File: src/rtl/tbr_pkg.sv
// Shared types, constants and arithmetic helpers for the triangle bounding-box rasterizer.
package tbr_pkg;

    localparam int COORD_W    = 9;
    localparam int COLOR_W    = 24;
    localparam int DIFF_W     = COORD_W + 1;
    localparam int PROD_W     = 2 * DIFF_W;
    localparam int EDGE_W     = PROD_W + 2;
    localparam int NUM_VERT   = 3;
    localparam int CFG_IDX_W  = 3;
    localparam int CFG_DATA_W = COLOR_W;
    localparam int S_TDATA_W  = 8;
    localparam int M_TDATA_W  = 48;

    typedef logic [COORD_W-1:0]          coord_t;
    typedef logic [COLOR_W-1:0]          color_t;
    typedef logic [CFG_IDX_W-1:0]        cfg_idx_t;
    typedef logic signed [DIFF_W-1:0]    diff_t;
    typedef logic signed [DIFF_W:0]      diff_sum_t;
    typedef logic signed [PROD_W-1:0]    prod_t;
    typedef logic signed [EDGE_W-1:0]    edge_t;

    localparam cfg_idx_t REG_VERTEX0_X  = 3'd0;
    localparam cfg_idx_t REG_VERTEX0_Y  = 3'd1;
    localparam cfg_idx_t REG_VERTEX1_X  = 3'd2;
    localparam cfg_idx_t REG_VERTEX1_Y  = 3'd3;
    localparam cfg_idx_t REG_VERTEX2_X  = 3'd4;
    localparam cfg_idx_t REG_VERTEX2_Y  = 3'd5;
    localparam cfg_idx_t REG_FILL_COLOR = 3'd6;

    // Edge k runs from vertex EDGE_A_IDX[k] to vertex EDGE_C_IDX[k].
    localparam int unsigned EDGE_A_IDX [NUM_VERT] = '{1, 2, 0};
    localparam int unsigned EDGE_C_IDX [NUM_VERT] = '{2, 0, 1};

    typedef struct packed {
        coord_t x;
        coord_t y;
    } vertex_t;

    typedef struct packed {
        vertex_t [NUM_VERT-1:0] v;
        color_t                 color;
    } tri_cfg_t;

    typedef struct packed {
        coord_t x;
        coord_t y;
        logic   last;
    } pixel_pos_t;

    typedef struct packed {
        prod_t     pa;
        prod_t     pb;
        prod_t     c1;
        prod_t     c2;
        diff_sum_t ab_sum;
    } edge_terms_t;

    typedef struct packed {
        pixel_pos_t                 pos;
        edge_terms_t [NUM_VERT-1:0] edges;
        prod_t                      d_pa;
        prod_t                      d_pb;
    } edge_stage_t;

    typedef struct packed {
        coord_t x;
        coord_t y;
        logic   covered;
        color_t color;
        logic   last;
    } pixel_out_t;

    function automatic diff_t to_signed(input coord_t a);
        return $signed({1'b0, a});
    endfunction

    function automatic diff_t coord_diff(input coord_t a, input coord_t b);
        return to_signed(a) - to_signed(b);
    endfunction

    function automatic prod_t mul(input diff_t a, input diff_t b);
        return a * b;
    endfunction

    function automatic edge_t edge_sum(input prod_t pa, input prod_t pb,
                                       input prod_t c1, input prod_t c2);
        return EDGE_W'(pa) + EDGE_W'(pb) + EDGE_W'(c1) - EDGE_W'(c2);
    endfunction

    function automatic edge_t edge_offscreen(input prod_t c1, input prod_t c2,
                                             input diff_sum_t ab_sum);
        return EDGE_W'(c1) - EDGE_W'(c2) - EDGE_W'(ab_sum);
    endfunction

    // An edge passes when its value agrees in sign with the opposite-vertex value;
    // on a zero value the offscreen point settles the tie.
    function automatic logic edge_ok(input edge_t e, input edge_t d, input edge_t off);
        logic e_pos;
        logic e_neg;
        logic d_pos;
        logic d_neg;
        logic o_pos;
        logic o_neg;
        e_neg = e[EDGE_W-1];
        e_pos = !e_neg && (e != '0);
        d_neg = d[EDGE_W-1];
        d_pos = !d_neg && (d != '0);
        o_neg = off[EDGE_W-1];
        o_pos = !o_neg && (off != '0);
        if ((e_neg && d_pos) || (e_pos && d_neg)) begin
            return 1'b0;
        end
        if ((e == '0) && ((d_pos && o_neg) || (d_neg && o_pos))) begin
            return 1'b0;
        end
        return 1'b1;
    endfunction

    function automatic coord_t min3(input coord_t a, input coord_t b, input coord_t c);
        coord_t m;
        m = (a < b) ? a : b;
        return (m < c) ? m : c;
    endfunction

    function automatic coord_t max3(input coord_t a, input coord_t b, input coord_t c);
        coord_t m;
        m = (a > b) ? a : b;
        return (m > c) ? m : c;
    endfunction

endpackage

File: src/rtl/tbr_cfg_regs.sv
// Configuration register file holding the three vertices and the fill color.
module tbr_cfg_regs (
    input  logic                                aclk,
    input  logic                                aresetn,
    input  logic                                cfg_wr_en,
    input  tbr_pkg::cfg_idx_t                   cfg_wr_index,
    input  logic [tbr_pkg::CFG_DATA_W-1:0]      cfg_wr_data,
    output tbr_pkg::tri_cfg_t                   cfg
);

    tbr_pkg::tri_cfg_t cfg_reg;
    tbr_pkg::tri_cfg_t cfg_next;
    tbr_pkg::coord_t   wr_coord;

    assign wr_coord = cfg_wr_data[tbr_pkg::COORD_W-1:0];

    always_comb begin
        cfg_next = cfg_reg;
        if (cfg_wr_en) begin
            unique case (cfg_wr_index)
                tbr_pkg::REG_VERTEX0_X:  cfg_next.v[0].x = wr_coord;
                tbr_pkg::REG_VERTEX0_Y:  cfg_next.v[0].y = wr_coord;
                tbr_pkg::REG_VERTEX1_X:  cfg_next.v[1].x = wr_coord;
                tbr_pkg::REG_VERTEX1_Y:  cfg_next.v[1].y = wr_coord;
                tbr_pkg::REG_VERTEX2_X:  cfg_next.v[2].x = wr_coord;
                tbr_pkg::REG_VERTEX2_Y:  cfg_next.v[2].y = wr_coord;
                tbr_pkg::REG_FILL_COLOR: cfg_next.color = cfg_wr_data[tbr_pkg::COLOR_W-1:0];
                default:                 cfg_next = cfg_reg;
            endcase
        end
    end

    always_ff @(posedge aclk) begin
        if (!aresetn) begin
            cfg_reg <= '0;
        end else begin
            cfg_reg <= cfg_next;
        end
    end

    assign cfg = cfg_reg;

endmodule

File: src/rtl/tbr_walker.sv
// Bounding-box walker that picks the next pixel for each accepted step request.
module tbr_walker #(
    parameter int IMAGE_WIDTH  = 512,
    parameter int IMAGE_HEIGHT = 512
) (
    input  logic                    aclk,
    input  logic                    aresetn,
    input  tbr_pkg::tri_cfg_t       cfg,
    input  logic                    in_valid,
    input  logic                    in_restart,
    output logic                    in_ready,
    output logic                    out_valid,
    output tbr_pkg::pixel_pos_t     out_pos,
    input  logic                    out_ready
);

    localparam int COORD_MAX = (1 << tbr_pkg::COORD_W) - 1;
    localparam int X_LIM_INT = (IMAGE_WIDTH - 1 < COORD_MAX) ? IMAGE_WIDTH - 1 : COORD_MAX;
    localparam int Y_LIM_INT = (IMAGE_HEIGHT - 1 < COORD_MAX) ? IMAGE_HEIGHT - 1 : COORD_MAX;
    localparam tbr_pkg::coord_t X_LIMIT = tbr_pkg::coord_t'(X_LIM_INT);
    localparam tbr_pkg::coord_t Y_LIMIT = tbr_pkg::coord_t'(Y_LIM_INT);

    tbr_pkg::coord_t     walk_x_reg;
    tbr_pkg::coord_t     walk_y_reg;
    logic                walk_active_reg;
    logic                valid_reg;
    tbr_pkg::pixel_pos_t pos_reg;
    tbr_pkg::pixel_pos_t pos_next;

    tbr_pkg::coord_t     raw_min_x;
    tbr_pkg::coord_t     raw_max_x;
    tbr_pkg::coord_t     raw_min_y;
    tbr_pkg::coord_t     raw_max_y;
    tbr_pkg::coord_t     min_x;
    tbr_pkg::coord_t     max_x;
    tbr_pkg::coord_t     min_y;
    tbr_pkg::coord_t     max_y;
    logic                accept;

    always_comb begin
        raw_min_x = tbr_pkg::min3(cfg.v[0].x, cfg.v[1].x, cfg.v[2].x);
        raw_max_x = tbr_pkg::max3(cfg.v[0].x, cfg.v[1].x, cfg.v[2].x);
        raw_min_y = tbr_pkg::min3(cfg.v[0].y, cfg.v[1].y, cfg.v[2].y);
        raw_max_y = tbr_pkg::max3(cfg.v[0].y, cfg.v[1].y, cfg.v[2].y);
        min_x = (raw_min_x > X_LIMIT) ? X_LIMIT : raw_min_x;
        max_x = (raw_max_x > X_LIMIT) ? X_LIMIT : raw_max_x;
        min_y = (raw_min_y > Y_LIMIT) ? Y_LIMIT : raw_min_y;
        max_y = (raw_max_y > Y_LIMIT) ? Y_LIMIT : raw_max_y;
    end

    always_comb begin
        priority if (in_restart || !walk_active_reg || (walk_y_reg < min_y)
                     || (walk_y_reg > max_y)) begin
            pos_next.x = min_x;
            pos_next.y = min_y;
        end else if ((walk_x_reg < min_x) || (walk_x_reg >= max_x)) begin
            pos_next.x = min_x;
            pos_next.y = (walk_y_reg == max_y) ? min_y : walk_y_reg + 1'b1;
        end else begin
            pos_next.x = walk_x_reg + 1'b1;
            pos_next.y = walk_y_reg;
        end
        pos_next.last = (pos_next.x == max_x) && (pos_next.y == max_y);
    end

    assign in_ready = !valid_reg || out_ready;
    assign accept   = in_valid && in_ready;

    always_ff @(posedge aclk) begin
        if (!aresetn) begin
            walk_x_reg      <= '0;
            walk_y_reg      <= '0;
            walk_active_reg <= 1'b0;
            valid_reg       <= 1'b0;
        end else begin
            if (in_ready) begin
                valid_reg <= in_valid;
            end
            if (accept) begin
                walk_x_reg      <= pos_next.x;
                walk_y_reg      <= pos_next.y;
                walk_active_reg <= !pos_next.last;
            end
        end
    end

    always_ff @(posedge aclk) begin
        if (accept) begin
            pos_reg <= pos_next;
        end
    end

    assign out_valid = valid_reg;
    assign out_pos   = pos_reg;

endmodule

File: src/rtl/tbr_edge_eval.sv
// Product stage of the edge functions, one per triangle edge, and of the opposite-vertex value.
module tbr_edge_eval (
    input  logic                    aclk,
    input  logic                    aresetn,
    input  tbr_pkg::tri_cfg_t       cfg,
    input  logic                    in_valid,
    input  tbr_pkg::pixel_pos_t     in_pos,
    output logic                    in_ready,
    output logic                    out_valid,
    output tbr_pkg::edge_stage_t    out_stage,
    input  logic                    out_ready
);

    logic                 valid_reg;
    tbr_pkg::edge_stage_t stage_reg;
    tbr_pkg::edge_stage_t stage_next;

    always_comb begin
        tbr_pkg::diff_t   coef_a;
        tbr_pkg::diff_t   coef_b;
        tbr_pkg::diff_t   d_a;
        tbr_pkg::diff_t   d_b;
        tbr_pkg::vertex_t va;
        tbr_pkg::vertex_t vc;
        stage_next.pos = in_pos;
        for (int k = 0; k < tbr_pkg::NUM_VERT; k++) begin
            va     = cfg.v[tbr_pkg::EDGE_A_IDX[k]];
            vc     = cfg.v[tbr_pkg::EDGE_C_IDX[k]];
            coef_a = tbr_pkg::coord_diff(va.y, vc.y);
            coef_b = tbr_pkg::coord_diff(vc.x, va.x);
            stage_next.edges[k].pa = tbr_pkg::mul(coef_a, tbr_pkg::to_signed(in_pos.x));
            stage_next.edges[k].pb = tbr_pkg::mul(coef_b, tbr_pkg::to_signed(in_pos.y));
            stage_next.edges[k].c1 = tbr_pkg::mul(tbr_pkg::to_signed(va.x),
                                                  tbr_pkg::to_signed(vc.y));
            stage_next.edges[k].c2 = tbr_pkg::mul(tbr_pkg::to_signed(vc.x),
                                                  tbr_pkg::to_signed(va.y));
            stage_next.edges[k].ab_sum = (tbr_pkg::DIFF_W + 1)'(coef_a)
                                       + (tbr_pkg::DIFF_W + 1)'(coef_b);
        end
        d_a = tbr_pkg::coord_diff(cfg.v[1].y, cfg.v[2].y);
        d_b = tbr_pkg::coord_diff(cfg.v[2].x, cfg.v[1].x);
        stage_next.d_pa = tbr_pkg::mul(d_a, tbr_pkg::to_signed(cfg.v[0].x));
        stage_next.d_pb = tbr_pkg::mul(d_b, tbr_pkg::to_signed(cfg.v[0].y));
    end

    assign in_ready = !valid_reg || out_ready;

    always_ff @(posedge aclk) begin
        if (!aresetn) begin
            valid_reg <= 1'b0;
        end else if (in_ready) begin
            valid_reg <= in_valid;
        end
    end

    always_ff @(posedge aclk) begin
        if (in_ready && in_valid) begin
            stage_reg <= stage_next;
        end
    end

    assign out_valid = valid_reg;
    assign out_stage = stage_reg;

endmodule

File: src/rtl/tbr_cover.sv
// Edge sums, coverage sign tests and the result register.
module tbr_cover (
    input  logic                    aclk,
    input  logic                    aresetn,
    input  tbr_pkg::tri_cfg_t       cfg,
    input  logic                    in_valid,
    input  tbr_pkg::edge_stage_t    in_stage,
    output logic                    in_ready,
    output logic                    out_valid,
    output tbr_pkg::pixel_out_t     out_pix,
    input  logic                    out_ready
);

    logic                valid_reg;
    tbr_pkg::pixel_out_t pix_reg;
    tbr_pkg::pixel_out_t pix_next;
    tbr_pkg::edge_t      d_val;
    logic                covered;

    always_comb begin
        tbr_pkg::edge_t e_val;
        tbr_pkg::edge_t off_val;
        d_val   = tbr_pkg::edge_sum(in_stage.d_pa, in_stage.d_pb,
                                    in_stage.edges[0].c1, in_stage.edges[0].c2);
        covered = (d_val != '0);
        for (int k = 0; k < tbr_pkg::NUM_VERT; k++) begin
            e_val   = tbr_pkg::edge_sum(in_stage.edges[k].pa, in_stage.edges[k].pb,
                                        in_stage.edges[k].c1, in_stage.edges[k].c2);
            off_val = tbr_pkg::edge_offscreen(in_stage.edges[k].c1, in_stage.edges[k].c2,
                                              in_stage.edges[k].ab_sum);
            covered = covered && tbr_pkg::edge_ok(e_val, d_val, off_val);
        end
        pix_next.x       = in_stage.pos.x;
        pix_next.y       = in_stage.pos.y;
        pix_next.covered = covered;
        pix_next.color   = cfg.color;
        pix_next.last    = in_stage.pos.last;
    end

    assign in_ready = !valid_reg || out_ready;

    always_ff @(posedge aclk) begin
        if (!aresetn) begin
            valid_reg <= 1'b0;
        end else if (in_ready) begin
            valid_reg <= in_valid;
        end
    end

    always_ff @(posedge aclk) begin
        if (in_ready && in_valid) begin
            pix_reg <= pix_next;
        end
    end

    assign out_valid = valid_reg;
    assign out_pix   = pix_reg;

endmodule

File: src/rtl/triangle_bbox_rasterizer_unit.sv
// Top level of the triangle bounding-box rasterizer.
// The three vertices and the fill color (reset to 0) are set through the write port
// (cfg_wr_en, cfg_wr_index, cfg_wr_data) by the user only while no request is in flight;
// the block does not enforce it. Each request on the s_ channel carries a restart flag
// in s_tdata[0] and yields one pixel on the m_ channel: the next pixel of the triangle's
// bounding box in row-major order, its coverage flag on m_tuser, the fill color, and
// m_tlast on the box's final pixel. A request with restart set, the first request after
// reset and the request after a last pixel all begin again at the box's top-left corner.
// The block is a three-stage pipeline: walker register, edge product register and
// result register. An accepted request passes through the walker, edge product and
// result registers before m_tvalid rises, and a new request is taken every cycle unless
// a stall has filled every stage. When the receiver stalls, the result register holds its
// pixel and earlier stages keep filling until every stage is occupied, then s_tready falls.
// Synchronous reset empties the pipeline and sets the walk back to its not-started state.
module triangle_bbox_rasterizer_unit #(
    parameter int IMAGE_WIDTH  = 512,
    parameter int IMAGE_HEIGHT = 512
) (
    input  logic                                aclk,
    input  logic                                aresetn,
    input  logic                                cfg_wr_en,
    input  logic [tbr_pkg::CFG_IDX_W-1:0]       cfg_wr_index,
    input  logic [tbr_pkg::CFG_DATA_W-1:0]      cfg_wr_data,
    input  logic                                s_tvalid,
    output logic                                s_tready,
    // s_tdata: restart [0], zero [7:1].
    input  logic [tbr_pkg::S_TDATA_W-1:0]       s_tdata,
    output logic                                m_tvalid,
    input  logic                                m_tready,
    // m_tdata: pixel_x [8:0], pixel_y [17:9], pixel_color [41:18], zero [47:42].
    output logic [tbr_pkg::M_TDATA_W-1:0]       m_tdata,
    // m_tuser: covered [0].
    output logic [0:0]                          m_tuser,
    output logic                                m_tlast
);

    tbr_pkg::tri_cfg_t    cfg;
    logic                 walk_valid;
    logic                 walk_ready;
    tbr_pkg::pixel_pos_t  walk_pos;
    logic                 edge_valid;
    logic                 edge_ready;
    tbr_pkg::edge_stage_t edge_stage;
    tbr_pkg::pixel_out_t  out_pix;

    tbr_cfg_regs u_cfg_regs (
        .aclk         (aclk),
        .aresetn      (aresetn),
        .cfg_wr_en    (cfg_wr_en),
        .cfg_wr_index (cfg_wr_index),
        .cfg_wr_data  (cfg_wr_data),
        .cfg          (cfg)
    );

    tbr_walker #(
        .IMAGE_WIDTH  (IMAGE_WIDTH),
        .IMAGE_HEIGHT (IMAGE_HEIGHT)
    ) u_walker (
        .aclk       (aclk),
        .aresetn    (aresetn),
        .cfg        (cfg),
        .in_valid   (s_tvalid),
        .in_restart (s_tdata[0]),
        .in_ready   (s_tready),
        .out_valid  (walk_valid),
        .out_pos    (walk_pos),
        .out_ready  (walk_ready)
    );

    tbr_edge_eval u_edge_eval (
        .aclk      (aclk),
        .aresetn   (aresetn),
        .cfg       (cfg),
        .in_valid  (walk_valid),
        .in_pos    (walk_pos),
        .in_ready  (walk_ready),
        .out_valid (edge_valid),
        .out_stage (edge_stage),
        .out_ready (edge_ready)
    );

    tbr_cover u_cover (
        .aclk      (aclk),
        .aresetn   (aresetn),
        .cfg       (cfg),
        .in_valid  (edge_valid),
        .in_stage  (edge_stage),
        .in_ready  (edge_ready),
        .out_valid (m_tvalid),
        .out_pix   (out_pix),
        .out_ready (m_tready)
    );

    assign m_tdata = {6'd0, out_pix.color, out_pix.y, out_pix.x};
    assign m_tuser = out_pix.covered;
    assign m_tlast = out_pix.last;

    // An empty result register must leave the whole pipeline open.
    assert property (@(posedge aclk) disable iff (!aresetn)
        !m_tvalid |-> s_tready)
        else $error("pipeline blocked while result register is empty");

    // Every accepted request lands in the walker stage.
    assert property (@(posedge aclk) disable iff (!aresetn)
        (s_tvalid && s_tready) |=> walk_valid)
        else $error("accepted request missing from walker stage");

    // A walker pixel that the product stage cannot take is held unchanged.
    assert property (@(posedge aclk) disable iff (!aresetn)
        (walk_valid && !walk_ready) |=> (walk_valid && $stable(walk_pos)))
        else $error("stalled walker pixel changed");

endmodule
File: config.mk
export PLATFORM = sky130hd
export DESIGN_NAME = triangle_bbox_rasterizer_unit
export DESIGN_NICKNAME = d
export VERILOG_FILES = /design/src/rtl/tbr_pkg.sv /design/src/rtl/tbr_cfg_regs.sv /design/src/rtl/tbr_walker.sv /design/src/rtl/tbr_edge_eval.sv /design/src/rtl/tbr_cover.sv /design/src/rtl/triangle_bbox_rasterizer_unit.sv
export SDC_FILE = /design/constraint.sdc
export NUM_CORES = 2
export LEC_CHECK = 0
export BUFFER_PORTS_ARGS = -buffer_cell sky130_fd_sc_hd__buf_2
export CORE_ASPECT_RATIO = 0.6
export CORE_MARGIN = 2
export CORE_UTILIZATION = 70
export DETAILED_ROUTE_END_ITERATION = 12
export HOLD_SLACK_MARGIN = 0.1
export PLACE_DENSITY_LB_ADDON = 0.3
export SKIP_CTS_REPAIR_TIMING = 1
export SYNTH_ARGS = -nofsm -noshare
export SYNTH_HDL_FRONTEND = slang
export SYNTH_SLANG_ARGS = --single-unit
File: constraint.sdc
create_clock -name aclk -period 38.5 [get_ports aclk]
set_clock_uncertainty 0.1 [all_clocks]
set_input_delay 0 -clock aclk [delete_from_list [all_inputs] [get_ports aclk]]
set_output_delay 0 -clock aclk [all_outputs]
set_load 0.01 [all_outputs]
==> summary.txt <==
worst hold slack = 0.09581 ns
Core ar. = 0.1116 sq mm
Yosys reg bits = 483
RSZ-0062 raised after global routing = false
I/O Buffers = 78
clock root cell = clkbuf_16
Wirelength per Cell = 23.10 microns
startpoint types = flop
Hold Crit Class = in2reg
Post-Synthesis Cells = 8659
Leakage Power = 41.16 nW
Initial Util = 70.31%
status = complete, no violations
first-pass GRT wire length = 364600 microns
Max-Cap Viols = 0
final setup TNS = 0 ns
clk_lat worst skew = 0.71 ns
gr ovfl total = 0
CTS Sinks = 483
share of flip-flops with an asynchronous set or reset = 0%
Die H = 263.4 microns
power per cell area = 55.02 mW/mm^2
Crit. End Element = flop
DRC errors left = 0
I/O pins = 92
min Tclk post-route = 10.51 ns
detailed-route wire length = 239400 microns
Synth area leaders = fa_1 28%, ha_1 15%, edfxtp_1 15%
Clock Tree Buf Depth = 3
final setup vio count = 0
max FFs per register = 320
Die Span X = 436.3 microns
CP Buf/Inv Count = 2
Fin. Hold Viols = 0
critical path's largest stage delay = 0.89 ns
total power = 4.618 mW
TritonCTS Buffers = 51
CTS tree = done
hpwl dp = 187300 microns
Worst Path Required = 38.99 ns
largest net degree at the start of global routing = 95
Syn Std Cell Area = 0.07847 sq mm
Slew @ Worst Pin = 1.370 ns
slew margin rel. = 7.971%
Max rail drop VDD = 0.08027 mV
Reg clk slew, reported paths = 0.07 ns
Final Net Count = 10900
layout cells sized above 1 = 4.452%
initial antenna violation count = 18
Routed Antenna Nets = 0
Main synth FF type = edfxtp_1
1st-pass router iterations = 6
top-count cell post-synth = inv_1
drt via density = 6.126
family with the most delay on the worst path = compound AO/OA/AOI/OAI gates
Area growth syn-to-layout = 6.945%
Synth Warn # = 0
row cnt = 95
Avg Cell Area, Syn = 9.063 sq um
Synth top area share = 28.04%
gpl congestion = 1.018
sequential fraction of the synthesis area = 17.21%
cell taking the most area after synthesis = fa_1
vias in the first global route = 63130
vias = 63490
FMAX = 95.19 MHz
Die Area = 0.1149 sq mm
gr usage total = 41.71%
Crit Path Max Fanout = 19
worst setup path class = reg2reg
Final period util = 27.29%
Commonest cells post-synth = 1830 x inv_1, 1099 x fa_1, 962 x nand2_1, 957 x ha_1, 496 x nor2_1
data arrival time of the worst path = 10.99 ns
Post-synth EDFFs = 383
count of pins over their slew limit = 0
initial detailed-routing violation count = 7962
crit path max-delay cell type = dfxtp_1
htree depth = 2
Yosys cell types = 98
-- final cells by class --
cell class                 instances  area (sq um)
timing repair buffer             321          2452
sequential                       483         13500
fill                            7859         27690
tap                             1503          1881
multi-input combinational       6097         57190
clock buffer                      58          1333
inverter                        1852          6952
antenna                           12         30.03
clock inverter                    38         586.8
-- worst register-to-register path, cell delays in order, from the launching register on --
cell,delay [ns]
dfxtp_1,0.89
clkinv_1,0.29
ha_1,0.31
fa_1,0.41
nand2b_1,0.18
a21o_1,0.23
a211oi_4,0.50
nor2_1,0.30
o21ai_0,0.42
ha_1,0.33
nand3_1,0.12
o221ai_1,0.17
a21boi_0,0.60
a21boi_0,0.26
buf_4,0.24
mux2i_1,0.65
ha_1,0.37
o21ai_0,0.15
o21ai_0,0.11
a221oi_1,0.65
nand2_1,0.24
a311oi_4,0.44
or3_1,0.64
nor4_1,0.15
a2111oi_0,0.51
nand4bb_1,0.30
or4_1,0.62
o21ba_1,0.19
-- power breakdown --
group	internal (mW)	total, mW	switching (mW)	leakage (nW)
Combinational	1.31	3.24	1.94	35.8
Sequential	0.718	0.784	0.0660	4.41
Clock	0.329	0.590	0.260	0.910
Total	2.36	4.62	2.26	41.2
-- layer usage --
layer	GRT usage, %	vias to the layer above	share of wire [%]
met5	0.4549	-	0.036
met4	12.33	8	3.6
met3	17.68	572	17
met2	55.20	4045	38
met1	61.75	30950	41
li1	-	27920	-
-- placed cells by master (no fill, tap or decap), types with 14 or more instances in the layout --
cell           count
a2111oi_0         16
a211oi_1          49
a21boi_0         134
a21o_1            90
a21oi_1          347
a31oi_1           25
and2_1           347
and3_1            43
buf_2             78
buf_4            148
clkbuf_16         51
clkinv_1          24
dfxtp_1          100
dlygate4sd3_1     95
edfxtp_1         383
fa_1            1099
ha_1             957
inv_1           1830
mux2i_1           51
nand2_1          962
nand2b_1          57
nand3_1           77
nand4_1           37
nor2_1           494
nor2b_1          109
nor3_1            83
nor4_1            28
o211ai_1          29
o21a_1            54
o21ai_0          263
o21bai_1          69
o31a_1            16
o31ai_1           16
or2_2             14
or3_1             28
or4_1             16
xnor2_1          258
xor2_1           101
-- final timing paths --
path                                   start                        to  slack (ns)  cells past startpoint
setup / recovery          u_cfg_regs.cfg[24]  u_walker.walk_active_reg       27.99                     27
hold / removal                       aresetn    u_walker.walk_y_reg[2]         0.1                      3
setup reg to reg          u_cfg_regs.cfg[24]  u_walker.walk_active_reg       27.99                     27
hold reg to reg   u_edge_eval.out_stage[323]       u_cover.out_pix[35]        0.32                      0
-- metrics by stage --
| step | cells | instance area [sq um] | setup slack [ns] | util [%] |
|---|---|---|---|---|
| floorplan | 8664 | 78490 | 13.39 | - |
| global placement | 10160 | 81020 | 28.92 | 72.59 |
| detailed placement | 10160 | 81020 | 28.84 | 72.59 |
| CTS | 10260 | 82940 | 28.74 | 74.31 |
| global route | 10360 | 83900 | 27.75 | 75.17 |
| finish | 10360 | 83920 | 27.99 | 75.19 |
-- kinds of logic after synthesis --
| logic type | share of synthesized area [%] |
|---|---|
| xor gates and xnor gates | 4.213 |
| other | 0.004779 |
| adders and majority gates | 43.30 |
| and+or+nand+nor | 14.05 |
| AOI/OAI and AO/OA | 10.41 |
| buffers and inverters | 10.02 |
| muxes | 0.8084 |
| DFF | 17.21 |
No activity file was read; power rests on OpenSTA's default activity.
